==> src/rtl/arcm_pkg.sv <==
`default_nettype none
// ----------------------------------------------------------------------------
// arcm_pkg
// Shared types, constants and helpers for the AC RMS current meter.
// ----------------------------------------------------------------------------
package arcm_pkg;

  localparam int SAMPLE_BITS    = 12;
  localparam int COUNT_BITS     = 13;
  localparam int Q8_BITS        = 20;
  localparam int SCALE_BITS     = 32;
  localparam int HALF_BITS      = SCALE_BITS / 2;
  localparam int PROD_BITS      = Q8_BITS + HALF_BITS;
  localparam int BIAS_SUM_BITS  = 24;
  localparam int SQ_BITS        = 2 * Q8_BITS;
  localparam int SQ_SUM_BITS    = 56;
  localparam int DIV_NUM_BITS   = 56;
  localparam int DIV_CNT_BITS   = 6;
  localparam int ROOT_BITS      = 21;
  localparam int RAD_BITS       = 2 * ROOT_BITS;
  localparam int ROOT_REM_BITS  = ROOT_BITS + 2;
  localparam int ROOT_CNT_BITS  = 5;
  localparam int ROOT_STEPS     = ROOT_BITS;
  localparam int QUEUE_DEPTH    = 4;
  localparam int QUEUE_PTR_BITS = 2;
  localparam int CFG_INDEX_BITS = 2;

  localparam logic [COUNT_BITS-1:0] MAX_SAMPLES         = 13'd4096;
  localparam logic [COUNT_BITS-1:0] OFFSET_SAMPLES_INIT = 13'd200;
  localparam logic [COUNT_BITS-1:0] RMS_SAMPLES_INIT    = 13'd1000;
  localparam logic [SCALE_BITS-1:0] AMPS_SCALE_INIT     = 32'd0;

  localparam logic [Q8_BITS-1:0] FIELD_MAX = 20'hFFFFF;
  // largest sample value in Q12.8
  localparam logic [Q8_BITS-1:0] Q8_LIMIT  = 20'hFFF00;

  localparam logic [CFG_INDEX_BITS-1:0] REG_OFFSET_SAMPLES = 2'd0;
  localparam logic [CFG_INDEX_BITS-1:0] REG_RMS_SAMPLES    = 2'd1;
  localparam logic [CFG_INDEX_BITS-1:0] REG_AMPS_SCALE     = 2'd2;

  typedef struct packed {
    logic [COUNT_BITS-1:0] offset_samples;
    logic [COUNT_BITS-1:0] rms_samples;
    logic [SCALE_BITS-1:0] amps_scale;
  } arcm_cfg_t;

  // sample tagged by the front end with its phase and end-of-phase mark
  typedef struct packed {
    logic [SAMPLE_BITS-1:0] sample;
    logic                   rms_phase;
    logic                   last;
  } arcm_item_t;

  typedef enum logic [3:0] {
    ST_FETCH,
    ST_SQUARE,
    ST_BIAS_DIV,
    ST_BIAS_WAIT,
    ST_MEAN_DIV,
    ST_MEAN_WAIT,
    ST_ROOT,
    ST_SCALE_LO,
    ST_SCALE_HI,
    ST_EMIT
  } arcm_state_t;

  // zero acts as one, anything above the maximum acts as the maximum
  function automatic logic [COUNT_BITS-1:0] eff_count(input logic [COUNT_BITS-1:0] v);
    logic [COUNT_BITS-1:0] r;
    r = v;
    if (v == {COUNT_BITS{1'b0}}) begin
      r = COUNT_BITS'(1);
    end else if (v > MAX_SAMPLES) begin
      r = MAX_SAMPLES;
    end
    return r;
  endfunction

endpackage
`default_nettype wire

==> src/rtl/ac_rms_current_meter_core.sv <==
`default_nettype none
// ----------------------------------------------------------------------------
// ac_rms_current_meter_core
// RMS current meter with DC bias removal over two-phase measurement cycles.
// ----------------------------------------------------------------------------
//  channel  | handshake        | payload
//  ---------+------------------+---------------------------------------------
//  samples  | push / full      | sample
//  results  | empty / pop      | current_milliamps, rms_counts_q8, offset_q8
//  config   | cfg_we           | cfg_index, cfg_data
//
//  Samples land in a 4-beat queue; the back end pops an offset sample
//  in its fetch state and squares each RMS sample in a separate state.
//  End of offset phase adds a divide (56-step bit-serial divider).
//  End of RMS phase adds the divider, a 21-step square root,
//  two 20x16 multiplies and the result write.
//  A waiting result stalls the back end only when the next result is ready.
//  Synchronous reset; no clearing pass.
// ----------------------------------------------------------------------------
module ac_rms_current_meter_core import arcm_pkg::*; (
  input  wire logic                      clk,
  input  wire logic                      rst,
  input  wire logic                      push,
  output logic                           full,
  input  wire logic [SAMPLE_BITS-1:0]    sample,
  output logic                           empty,
  input  wire logic                      pop,
  output logic [Q8_BITS-1:0]             current_milliamps,
  output logic [Q8_BITS-1:0]             rms_counts_q8,
  output logic [Q8_BITS-1:0]             offset_q8,
  input  wire logic                      cfg_we,
  input  wire logic [CFG_INDEX_BITS-1:0] cfg_index,
  input  wire logic [SCALE_BITS-1:0]     cfg_data
);

  arcm_cfg_t  cfg;
  logic       queue_full;
  logic       queue_push;
  arcm_item_t queue_in;
  logic       queue_pop;
  arcm_item_t queue_out;
  logic       queue_empty;

  always_ff @(posedge clk) begin
    if (rst) begin
      cfg.offset_samples <= OFFSET_SAMPLES_INIT;
      cfg.rms_samples    <= RMS_SAMPLES_INIT;
      cfg.amps_scale     <= AMPS_SCALE_INIT;
    end else if (cfg_we) begin
      case (cfg_index)
        REG_OFFSET_SAMPLES: cfg.offset_samples <= cfg_data[COUNT_BITS-1:0];
        REG_RMS_SAMPLES:    cfg.rms_samples    <= cfg_data[COUNT_BITS-1:0];
        REG_AMPS_SCALE:     cfg.amps_scale     <= cfg_data;
        default: begin
        end
      endcase
    end
  end

  arcm_front u_front (
    .clk        (clk),
    .rst        (rst),
    .cfg        (cfg),
    .push       (push),
    .sample     (sample),
    .full       (full),
    .queue_full (queue_full),
    .queue_push (queue_push),
    .queue_item (queue_in)
  );

  arcm_fifo u_fifo (
    .clk     (clk),
    .rst     (rst),
    .wr_en   (queue_push),
    .wr_item (queue_in),
    .full    (queue_full),
    .rd_en   (queue_pop),
    .rd_item (queue_out),
    .empty   (queue_empty)
  );

  arcm_back u_back (
    .clk               (clk),
    .rst               (rst),
    .cfg               (cfg),
    .item_valid        (!queue_empty),
    .item              (queue_out),
    .item_pop          (queue_pop),
    .empty             (empty),
    .pop               (pop),
    .current_milliamps (current_milliamps),
    .rms_counts_q8     (rms_counts_q8),
    .offset_q8         (offset_q8)
  );

endmodule
`default_nettype wire

==> src/rtl/arcm_front.sv <==
`default_nettype none
// ----------------------------------------------------------------------------
// arcm_front
// Accepts samples, tracks phase and sample count, tags each beat.
// ----------------------------------------------------------------------------
module arcm_front import arcm_pkg::*; (
  input  wire logic                   clk,
  input  wire logic                   rst,
  input  wire arcm_cfg_t              cfg,
  input  wire logic                   push,
  input  wire logic [SAMPLE_BITS-1:0] sample,
  output logic                        full,
  input  wire logic                   queue_full,
  output logic                        queue_push,
  output arcm_item_t                  queue_item
);

  logic                  phase;
  logic [COUNT_BITS-1:0] counter;
  logic [COUNT_BITS-1:0] count_target;
  logic [COUNT_BITS-1:0] counter_inc;
  logic                  last;

  assign full         = queue_full;
  assign queue_push   = push && !queue_full;
  assign count_target = phase ? eff_count(cfg.rms_samples) : eff_count(cfg.offset_samples);
  assign counter_inc  = counter + COUNT_BITS'(1);
  // >= so that a count lowered mid-phase still closes the phase
  assign last         = (counter_inc >= count_target);

  assign queue_item.sample    = sample;
  assign queue_item.rms_phase = phase;
  assign queue_item.last      = last;

  always_ff @(posedge clk) begin
    if (rst) begin
      phase   <= 1'b0;
      counter <= {COUNT_BITS{1'b0}};
    end else if (queue_push) begin
      if (last) begin
        phase   <= !phase;
        counter <= {COUNT_BITS{1'b0}};
      end else begin
        counter <= counter_inc;
      end
    end
  end

endmodule
`default_nettype wire

==> src/rtl/arcm_fifo.sv <==
`default_nettype none
// ----------------------------------------------------------------------------
// arcm_fifo
// Short queue of tagged samples between front end and back end.
// ----------------------------------------------------------------------------
module arcm_fifo import arcm_pkg::*; (
  input  wire logic       clk,
  input  wire logic       rst,
  input  wire logic       wr_en,
  input  wire arcm_item_t wr_item,
  output logic            full,
  input  wire logic       rd_en,
  output arcm_item_t      rd_item,
  output logic            empty
);

  arcm_item_t                entries [QUEUE_DEPTH];
  logic [QUEUE_PTR_BITS-1:0] wr_ptr;
  logic [QUEUE_PTR_BITS-1:0] rd_ptr;
  logic [QUEUE_PTR_BITS:0]   fill;
  logic                      do_wr;
  logic                      do_rd;

  assign full    = (fill == (QUEUE_PTR_BITS+1)'(QUEUE_DEPTH));
  assign empty   = (fill == {(QUEUE_PTR_BITS+1){1'b0}});
  assign do_wr   = wr_en && !full;
  assign do_rd   = rd_en && !empty;
  assign rd_item = entries[rd_ptr];

  always_ff @(posedge clk) begin
    if (do_wr) begin
      entries[wr_ptr] <= wr_item;
    end
  end

  always_ff @(posedge clk) begin
    if (rst) begin
      wr_ptr <= {QUEUE_PTR_BITS{1'b0}};
      rd_ptr <= {QUEUE_PTR_BITS{1'b0}};
      fill   <= {(QUEUE_PTR_BITS+1){1'b0}};
    end else begin
      if (do_wr) begin
        wr_ptr <= wr_ptr + QUEUE_PTR_BITS'(1);
      end
      if (do_rd) begin
        rd_ptr <= rd_ptr + QUEUE_PTR_BITS'(1);
      end
      if (do_wr && !do_rd) begin
        fill <= fill + (QUEUE_PTR_BITS+1)'(1);
      end else if (do_rd && !do_wr) begin
        fill <= fill - (QUEUE_PTR_BITS+1)'(1);
      end
    end
  end

endmodule
`default_nettype wire

==> src/rtl/arcm_div.sv <==
`default_nettype none
// ----------------------------------------------------------------------------
// arcm_div
// Restoring divider, one quotient bit per cycle, shared by bias and mean.
// ----------------------------------------------------------------------------
module arcm_div import arcm_pkg::*; (
  input  wire logic                    clk,
  input  wire logic                    rst,
  input  wire logic                    start,
  input  wire logic [DIV_NUM_BITS-1:0] num,
  input  wire logic [COUNT_BITS-1:0]   den,
  output logic                         done,
  output logic [DIV_NUM_BITS-1:0]      quo,
  output logic [COUNT_BITS-1:0]        rem
);

  logic                    busy;
  logic [DIV_CNT_BITS-1:0] step;
  logic [COUNT_BITS-1:0]   den_r;
  logic [COUNT_BITS:0]     trial;
  logic [COUNT_BITS:0]     trial_sub;
  logic                    ge;

  assign trial     = {rem, quo[DIV_NUM_BITS-1]};
  assign ge        = (trial >= {1'b0, den_r});
  assign trial_sub = trial - {1'b0, den_r};

  always_ff @(posedge clk) begin
    if (rst) begin
      busy <= 1'b0;
      done <= 1'b0;
    end else begin
      done <= 1'b0;
      if (start) begin
        busy <= 1'b1;
      end else if (busy && step == DIV_CNT_BITS'(DIV_NUM_BITS - 1)) begin
        busy <= 1'b0;
        done <= 1'b1;
      end
    end
  end

  always_ff @(posedge clk) begin
    if (start) begin
      quo   <= num;
      rem   <= {COUNT_BITS{1'b0}};
      den_r <= den;
      step  <= {DIV_CNT_BITS{1'b0}};
    end else if (busy) begin
      // partial remainder stays below the divisor, so it fits the count width
      rem  <= ge ? trial_sub[COUNT_BITS-1:0] : trial[COUNT_BITS-1:0];
      quo  <= {quo[DIV_NUM_BITS-2:0], ge};
      step <= step + DIV_CNT_BITS'(1);
    end
  end

endmodule
`default_nettype wire

==> src/rtl/arcm_back.sv <==
`default_nettype none
// ----------------------------------------------------------------------------
// arcm_back
// Bias and square accumulation, mean, square root, scaling, result register.
// ----------------------------------------------------------------------------
module arcm_back import arcm_pkg::*; (
  input  wire logic        clk,
  input  wire logic        rst,
  input  wire arcm_cfg_t   cfg,
  input  wire logic        item_valid,
  input  wire arcm_item_t  item,
  output logic             item_pop,
  output logic             empty,
  input  wire logic        pop,
  output logic [Q8_BITS-1:0] current_milliamps,
  output logic [Q8_BITS-1:0] rms_counts_q8,
  output logic [Q8_BITS-1:0] offset_q8
);

  localparam int TOTAL_BITS = PROD_BITS + HALF_BITS + 1;
  localparam int MA_SHIFT   = 24;
  localparam int MA_BITS    = TOTAL_BITS - MA_SHIFT;
  localparam logic [TOTAL_BITS-1:0] MA_ROUND = TOTAL_BITS'(1) << (MA_SHIFT - 1);

  arcm_state_t state, state_next;

  logic [BIAS_SUM_BITS-1:0] bias_sum;
  logic [Q8_BITS-1:0]       bias_value;
  logic [SQ_SUM_BITS-1:0]   square_sum;
  logic [Q8_BITS-1:0]       diff;
  logic                     last_sq;
  logic [RAD_BITS-1:0]      rad;
  logic [ROOT_BITS-1:0]     root;
  logic [ROOT_REM_BITS-1:0] root_rem;
  logic [ROOT_CNT_BITS-1:0] root_cnt;
  logic [Q8_BITS-1:0]       rms_val;
  logic [PROD_BITS-1:0]     prod_lo;
  logic [PROD_BITS-1:0]     prod_hi;
  logic                     out_valid;

  logic [COUNT_BITS-1:0]    n_off;
  logic [COUNT_BITS-1:0]    n_rms;
  logic [Q8_BITS-1:0]       sample_q8;
  logic [Q8_BITS-1:0]       diff_calc;
  logic [SQ_BITS-1:0]       diff_sq;
  logic [DIV_NUM_BITS-1:0]  bias_num;
  logic                     div_start;
  logic [DIV_NUM_BITS-1:0]  div_num;
  logic [COUNT_BITS-1:0]    div_den;
  logic                     div_done;
  logic [DIV_NUM_BITS-1:0]  div_quo;
  logic [COUNT_BITS-1:0]    div_rem;
  logic [Q8_BITS-1:0]       bias_clamped;
  logic                     round_up;
  logic [RAD_BITS-1:0]      mean;
  logic [ROOT_REM_BITS+1:0] root_shift;
  logic [ROOT_REM_BITS+1:0] root_trial;
  logic [ROOT_REM_BITS+1:0] root_diff;
  logic                     root_ge;
  logic [Q8_BITS-1:0]       rms_clamped;
  logic [TOTAL_BITS-1:0]    ma_total;
  logic [MA_BITS-1:0]       ma_raw;
  logic [Q8_BITS-1:0]       ma_sat;
  logic                     out_free;

  assign n_off     = eff_count(cfg.offset_samples);
  assign n_rms     = eff_count(cfg.rms_samples);
  assign sample_q8 = {item.sample, 8'h00};
  assign diff_calc = (sample_q8 >= bias_value) ? (sample_q8 - bias_value)
                                               : (bias_value - sample_q8);
  assign diff_sq   = SQ_BITS'(diff) * SQ_BITS'(diff);
  // rounded half up: (sum * 256 + n/2) / n
  assign bias_num  = DIV_NUM_BITS'({bias_sum, 8'h00}) + DIV_NUM_BITS'(n_off >> 1);
  assign div_num   = (state == ST_BIAS_DIV) ? bias_num : square_sum;
  assign div_den   = (state == ST_BIAS_DIV) ? n_off : n_rms;

  assign bias_clamped = (div_quo > DIV_NUM_BITS'(Q8_LIMIT)) ? Q8_LIMIT
                                                            : div_quo[Q8_BITS-1:0];
  assign round_up = (div_rem >= (n_rms - (n_rms >> 1)));
  // mean of squares never exceeds the largest square, so it fits the radicand
  assign mean     = div_quo[RAD_BITS-1:0] + RAD_BITS'(round_up);

  assign root_shift = {root_rem, rad[RAD_BITS-1 -: 2]};
  assign root_trial = (ROOT_REM_BITS+2)'({root, 2'b01});
  assign root_ge    = (root_shift >= root_trial);
  assign root_diff  = root_shift - root_trial;

  assign rms_clamped = (root > ROOT_BITS'(Q8_LIMIT)) ? Q8_LIMIT : root[Q8_BITS-1:0];

  assign ma_total = TOTAL_BITS'(prod_lo) + TOTAL_BITS'({prod_hi, {HALF_BITS{1'b0}}})
                    + MA_ROUND;
  assign ma_raw   = ma_total[TOTAL_BITS-1:MA_SHIFT];
  assign ma_sat   = (ma_raw > MA_BITS'(FIELD_MAX)) ? FIELD_MAX : ma_raw[Q8_BITS-1:0];

  assign out_free = !out_valid || pop;
  assign empty    = !out_valid;

  arcm_div u_div (
    .clk   (clk),
    .rst   (rst),
    .start (div_start),
    .num   (div_num),
    .den   (div_den),
    .done  (div_done),
    .quo   (div_quo),
    .rem   (div_rem)
  );

  always_ff @(posedge clk) begin
    if (rst) begin
      state <= ST_FETCH;
    end else begin
      state <= state_next;
    end
  end

  always_comb begin
    state_next = state;
    item_pop   = 1'b0;
    div_start  = 1'b0;
    case (state)
      ST_FETCH: begin
        if (item_valid) begin
          item_pop = 1'b1;
          if (item.rms_phase) begin
            state_next = ST_SQUARE;
          end else if (item.last) begin
            state_next = ST_BIAS_DIV;
          end
        end
      end
      ST_SQUARE: begin
        state_next = last_sq ? ST_MEAN_DIV : ST_FETCH;
      end
      ST_BIAS_DIV: begin
        div_start  = 1'b1;
        state_next = ST_BIAS_WAIT;
      end
      ST_BIAS_WAIT: begin
        if (div_done) begin
          state_next = ST_FETCH;
        end
      end
      ST_MEAN_DIV: begin
        div_start  = 1'b1;
        state_next = ST_MEAN_WAIT;
      end
      ST_MEAN_WAIT: begin
        if (div_done) begin
          state_next = ST_ROOT;
        end
      end
      ST_ROOT: begin
        if (root_cnt == ROOT_CNT_BITS'(ROOT_STEPS - 1)) begin
          state_next = ST_SCALE_LO;
        end
      end
      ST_SCALE_LO: begin
        state_next = ST_SCALE_HI;
      end
      ST_SCALE_HI: begin
        state_next = ST_EMIT;
      end
      ST_EMIT: begin
        if (out_free) begin
          state_next = ST_FETCH;
        end
      end
      default: begin
        state_next = ST_FETCH;
      end
    endcase
  end

  // accumulators
  always_ff @(posedge clk) begin
    if (rst) begin
      bias_sum   <= {BIAS_SUM_BITS{1'b0}};
      bias_value <= {Q8_BITS{1'b0}};
      square_sum <= {SQ_SUM_BITS{1'b0}};
    end else begin
      if (state == ST_FETCH && item_valid && !item.rms_phase) begin
        bias_sum <= bias_sum + BIAS_SUM_BITS'(item.sample);
      end
      if (state == ST_SQUARE) begin
        square_sum <= square_sum + SQ_SUM_BITS'(diff_sq);
      end
      if (state == ST_BIAS_WAIT && div_done) begin
        bias_value <= bias_clamped;
        bias_sum   <= {BIAS_SUM_BITS{1'b0}};
      end
      // divider has latched the sum by now
      if (state == ST_MEAN_WAIT && div_done) begin
        square_sum <= {SQ_SUM_BITS{1'b0}};
      end
    end
  end

  // datapath
  always_ff @(posedge clk) begin
    if (state == ST_FETCH && item_valid && item.rms_phase) begin
      diff    <= diff_calc;
      last_sq <= item.last;
    end
    if (state == ST_MEAN_WAIT && div_done) begin
      rad      <= mean;
      root     <= {ROOT_BITS{1'b0}};
      root_rem <= {ROOT_REM_BITS{1'b0}};
      root_cnt <= {ROOT_CNT_BITS{1'b0}};
    end
    if (state == ST_ROOT) begin
      rad      <= {rad[RAD_BITS-3:0], 2'b00};
      root     <= {root[ROOT_BITS-2:0], root_ge};
      root_rem <= root_ge ? root_diff[ROOT_REM_BITS-1:0] : root_shift[ROOT_REM_BITS-1:0];
      root_cnt <= root_cnt + ROOT_CNT_BITS'(1);
    end
    if (state == ST_SCALE_LO) begin
      rms_val <= rms_clamped;
      prod_lo <= PROD_BITS'(rms_clamped) * PROD_BITS'(cfg.amps_scale[HALF_BITS-1:0]);
    end
    if (state == ST_SCALE_HI) begin
      prod_hi <= PROD_BITS'(rms_val) * PROD_BITS'(cfg.amps_scale[SCALE_BITS-1:HALF_BITS]);
    end
  end

  // result register
  always_ff @(posedge clk) begin
    if (rst) begin
      out_valid <= 1'b0;
    end else if (state == ST_EMIT && out_free) begin
      out_valid <= 1'b1;
    end else if (pop && out_valid) begin
      out_valid <= 1'b0;
    end
  end

  always_ff @(posedge clk) begin
    if (state == ST_EMIT && out_free) begin
      current_milliamps <= ma_sat;
      rms_counts_q8     <= rms_val;
      offset_q8         <= bias_value;
    end
  end

endmodule
`default_nettype wire
==> config.mk <==
export PLATFORM = sky130hd
export DESIGN_NAME = ac_rms_current_meter_core
export DESIGN_NICKNAME = d
export VERILOG_FILES = /design/src/rtl/arcm_pkg.sv /design/src/rtl/ac_rms_current_meter_core.sv /design/src/rtl/arcm_front.sv /design/src/rtl/arcm_fifo.sv /design/src/rtl/arcm_div.sv /design/src/rtl/arcm_back.sv
export SDC_FILE = /design/constraint.sdc
export NUM_CORES = 2
export LEC_CHECK = 0
export BUFFER_PORTS_ARGS = -buffer_cell sky130_fd_sc_hd__buf_2
export CORE_UTILIZATION = 45
export CTS_CLUSTER_SIZE = 25
export DETAILED_ROUTE_END_ITERATION = 6
export GPL_TIMING_DRIVEN = 0
export HOLD_SLACK_MARGIN = 0.03
export MAX_ROUTING_LAYER = met4
export RECOVER_POWER = 50
export SETUP_SLACK_MARGIN = 0.05
export SYNTH_ARGS = -nofsm -noshare
export SYNTH_HDL_FRONTEND = slang
export SYNTH_HIERARCHICAL = 1
export SYNTH_SLANG_ARGS = --single-unit
export TNS_END_PERCENT = 30
==> constraint.sdc <==
create_clock -name clk -period 23.3 [get_ports clk]
set_clock_uncertainty 0.1 [all_clocks]
set_input_delay 2.33 -clock clk [delete_from_list [all_inputs] [get_ports clk]]
set_output_delay 2.33 -clock clk [all_outputs]
set_load 0.01 [all_outputs]
==> impl_summary.md <==
Die
The die footprint is 142000 um2. The floorplan has 137 rows. The core region is roughly 140000 um2.

In this run the horizontal extent of the chip is 376 um. For this design the top-level I/O count stands at 113. The starting density of the core is a little under half. The die height is 376 um.

Global route
The maximum number of pins on one net before global-route repair is 56. The total routing usage reported by global routing is 26.0%. The initial antenna violation count is 5.

The via count of the first global-routing pass is 47700. The first global-routing pass estimated 275000 um of wire. The total congestion overflow is 0.

CTS
The longest clock path from root to sink contains 3 buffers. CTS built an H-tree with a depth of 3. Buffers added to address setup during post-CTS repair amount to 0. The number of gates given a new drive strength after cts is 0. The number of sinks on the clock net is 580. The clock insertion delay at the later pin of the skew report is ~0.68 ns. The number of buffers inserted by hold repair at cts is 0. The clock buffer count from CTS is 70. The tree is rooted in a sky130_fd_sc_hd__clkbuf_16.

The TritonCTS clock tree is built. After clock tree synthesis, the clock-pin slew on the worst setup and hold paths is about 0.06 ns.

Worst setup path
For this run, the slowest stage of the critical path takes 0.99 ns. STA classifies the critical path endpoint as a flip-flop. In this design, the largest share of critical-path delay is due to adder cells. The slowest stage of the critical path belongs to the cell sky130_fd_sc_hd__nor4_1.

The critical path contains buffers and inverters numbering 6 combined. The critical path data arrival time is 10.80 ns. Data on the critical path is required at its endpoint by 23.58 ns. The worst setup path is of the flip-flop to flip-flop kind. The most prevalent standard cell on the critical path is sky130_fd_sc_hd__fa_1. Of all nets on the critical path, the largest fanout is 10. The launching element type of the critical path is a flip-flop.

Logic synthesis
Yosys mapped the design onto about 100 distinct sky130hd cell types. After synthesis, the mean cell area works out to 9.55 um2. The async set-reset flop share out of synthesis is 0%. The number of nets in the synthesized netlist is 8014.

In the synthesized netlist, the number of instances is about 6600. The total standard cell area after synthesis is ~63000 um2. The most used flip-flop cell after synthesis is sky130_fd_sc_hd__edfxtp_1.

The number of flip-flops and latches in the synthesized netlist is 580. The register area share after synthesis is ~24%. In this run, synthesis inferred approximately 370 flip-flops with an integrated enable. During synthesis, Yosys emitted a total of 6 warnings.

Place
At the end of routability-driven placement, the weighted congestion stood at 0.948. Once detailed placement completed, the half-perimeter wirelength came to 141000 um. The placement-stage worst setup slack is 13.22 ns. The placed cell count is about 8600. The count of port buffers added during placement is 100.

Finish
The finished layout holds 8726 standard cells, fillers aside. The post-layout net count is ~8000. Leaving out fill and tap cells, the most frequent cells in the layout are sky130_fd_sc_hd__inv_1, sky130_fd_sc_hd__nand2_1, sky130_fd_sc_hd__fa_1, sky130_fd_sc_hd__ha_1, sky130_fd_sc_hd__edfxtp_1. The commonest non-fill, non-tap cell in the layout is sky130_fd_sc_hd__inv_1. In the final layout, the share of cells above drive strength 1 is 5.46%. Relative to the synthesized area, the layout overhead comes to 8.21%.

Detailed routing
For this block, the via count after detailed routing is 46300. The iteration-0 DRC count of the detailed router is roughly 3000. After detailed routing, the number of vias per cell comes to 5.31.

The routed length per instance is 20.2 um. The overall routed net length is 176000 um. The number of detailed-routing iterations run before antenna repair is 6.

After detailed routing, the number of remaining DRC violations is 0. The count of antenna-violating nets left after detailed routing is 0.

Timing
The total count of hold-check failures in the final report is 0. Setup violations remaining at the end of the flow were counted as 0. The shortest period the worst path allows is 10.52 ns. At the pin with the least slew margin, the transition time is 3.10 ns. Once routing completed, OpenROAD measured the worst setup slack at about 13 ns. The worst slew margin relative to its limit is -107%. The summed negative setup slack over all endpoints is 0 ns. Based on the critical path, the design can be clocked at up to 95.1 MHz. Dividing the final minimum period by the clock period gives 45.1%.

Setup repair after global routing left no endpoint under its margin. The total count of max-transition violations in the final report is 162.

Worst hold path
The tightest min-delay check is of the flip-flop to flip-flop type.

Status
The checks that failed: capacitance limit, slew limit. The run finished, with violations left.

Run
The number of max-cap violations is 6.
state kept, by name (all words and copies together), names as in the netlist, 6 cells and up, named ones only:
signal and flops:
cfg 58, u_back/square_sum 56, u_back/u_div/quo 56, u_fifo/entries 56, u_back/rad 42, u_back/prod_hi 36, u_back/bias_sum 24, u_back/root_rem 23
u_back/root 21, u_back/bias_value 20, u_back/current_milliamps 20, u_back/diff 20, u_back/offset_q8 20, u_back/prod_lo 20, u_back/rms_counts_q8 20, u_back/rms_val 20
u_back/u_div/den_r 13, u_back/u_div/rem 13, u_front/counter 13, u_back/u_div/step 6
worst reg2reg max path: cells and delay by family (launching register included):
kind,cells,cell delay (ns)
simple gates,5,2.00
fa+ha+maj,7,3.50
compound gates,10,2.75
buf+inv,6,1.43
flops,1,0.50
cells in the mapped netlist, types with 77 or more instances:
cell / number / area share, %
sky130_fd_sc_hd__nor2_1: 295 / 1.8
sky130_fd_sc_hd__edfxtp_1: 371 / 18
sky130_fd_sc_hd__inv_1: 1125 / 6.7
sky130_fd_sc_hd__nand2_1: 838 / 5.0
sky130_fd_sc_hd__a21o_1: 87 / 1.0
sky130_fd_sc_hd__dfxtp_1: 209 / 6.6
sky130_fd_sc_hd__nand3_1: 94 / 0.75
sky130_fd_sc_hd__o21ai_0: 183 / 1.5
sky130_fd_sc_hd__xor2_1: 123 / 1.7
sky130_fd_sc_hd__nand2b_1: 116 / 1.2
sky130_fd_sc_hd__xnor2_1: 142 / 2.0
sky130_fd_sc_hd__and2_1: 362 / 3.6
sky130_fd_sc_hd__a21oi_1: 229 / 1.8
sky130_fd_sc_hd__nor3_1: 84 / 0.67
sky130_fd_sc_hd__fa_1: 827 / 26
sky130_fd_sc_hd__ha_1: 528 / 10
sky130_fd_sc_hd__clkbuf_1: 233 / 1.4
sky130_fd_sc_hd__and3_1: 77 / 0.76
path summary, 6_finish.rpt:
| check | slack [ns] | cells after the start | to | startpoint |
|---|---|---|---|---|
| max reg2reg | 12.78 | 28 | u_back/prod_lo[27] | u_back/root[20] |
| max | 12.78 | 28 | u_back/prod_lo[27] | u_back/root[20] |
| min reg2reg | 0.35 | 2 | u_back/square_sum[10] | u_back/square_sum[10] |
| min | 0.35 | 2 | u_back/square_sum[10] | u_back/square_sum[10] |
layout make-up:
| class | count | area, um2 |
|---|---|---|
| Antenna cell | 2 | 5.00 |
| Buffer | 286 | 1180 |
| Clock buffer | 92 | 1920 |
| Clock inverter | 36 | 405 |
| Fill cell | 13100 | 71100 |
| Inverter | 1126 | 4230 |
| Multi-Input combinational cell | 4616 | 42300 |
| Sequential cell | 580 | 15300 |
| Tap cell | 1876 | 2350 |
| Timing Repair Buffer | 112 | 561 |
logic make-up (layout without fill, tap and decap cells):
kind of cell / Yosys count / in the layout / synth area share (%)
and+or+nand+nor: 2070 / 2070 / 15.9
muxes: 149 / 149 / 2.77
buffers and inverters: 1412 / 1652 / 8.65
other: 0 / 2 / 0
adders and majority gates: 1356 / 1356 / 36.7
xor gates and xnor gates: 265 / 265 / 3.68
AOI/OAI and AO/OA: 776 / 776 / 7.95
DFF: 580 / 580 / 24.3
per-stage QoR:
stage / utilization (%) / hold WS, ns / instance area, um2
floorplan: - / 0.331 / 63100
global placement: 47.3 / 0.341 / 65900
detailed placement: 47.5 / 0.349 / 66100
CTS: 49.1 / 0.357 / 68500
global route: 49.0 / 0.394 / 68300
finish: 49.0 / 0.353 / 68300
routing by layer:
layer / track usage (%) / routed length [um]
met1: 35.5 / 79900
met2: 40.6 / 80300
met5: - / 0
met4: 7.37 / 5230
met3: 3.32 / 10400
Power is left out: the tool's default activity adds up to more than one toggle a clock period on the data nets, which glitch-free logic cannot reach.
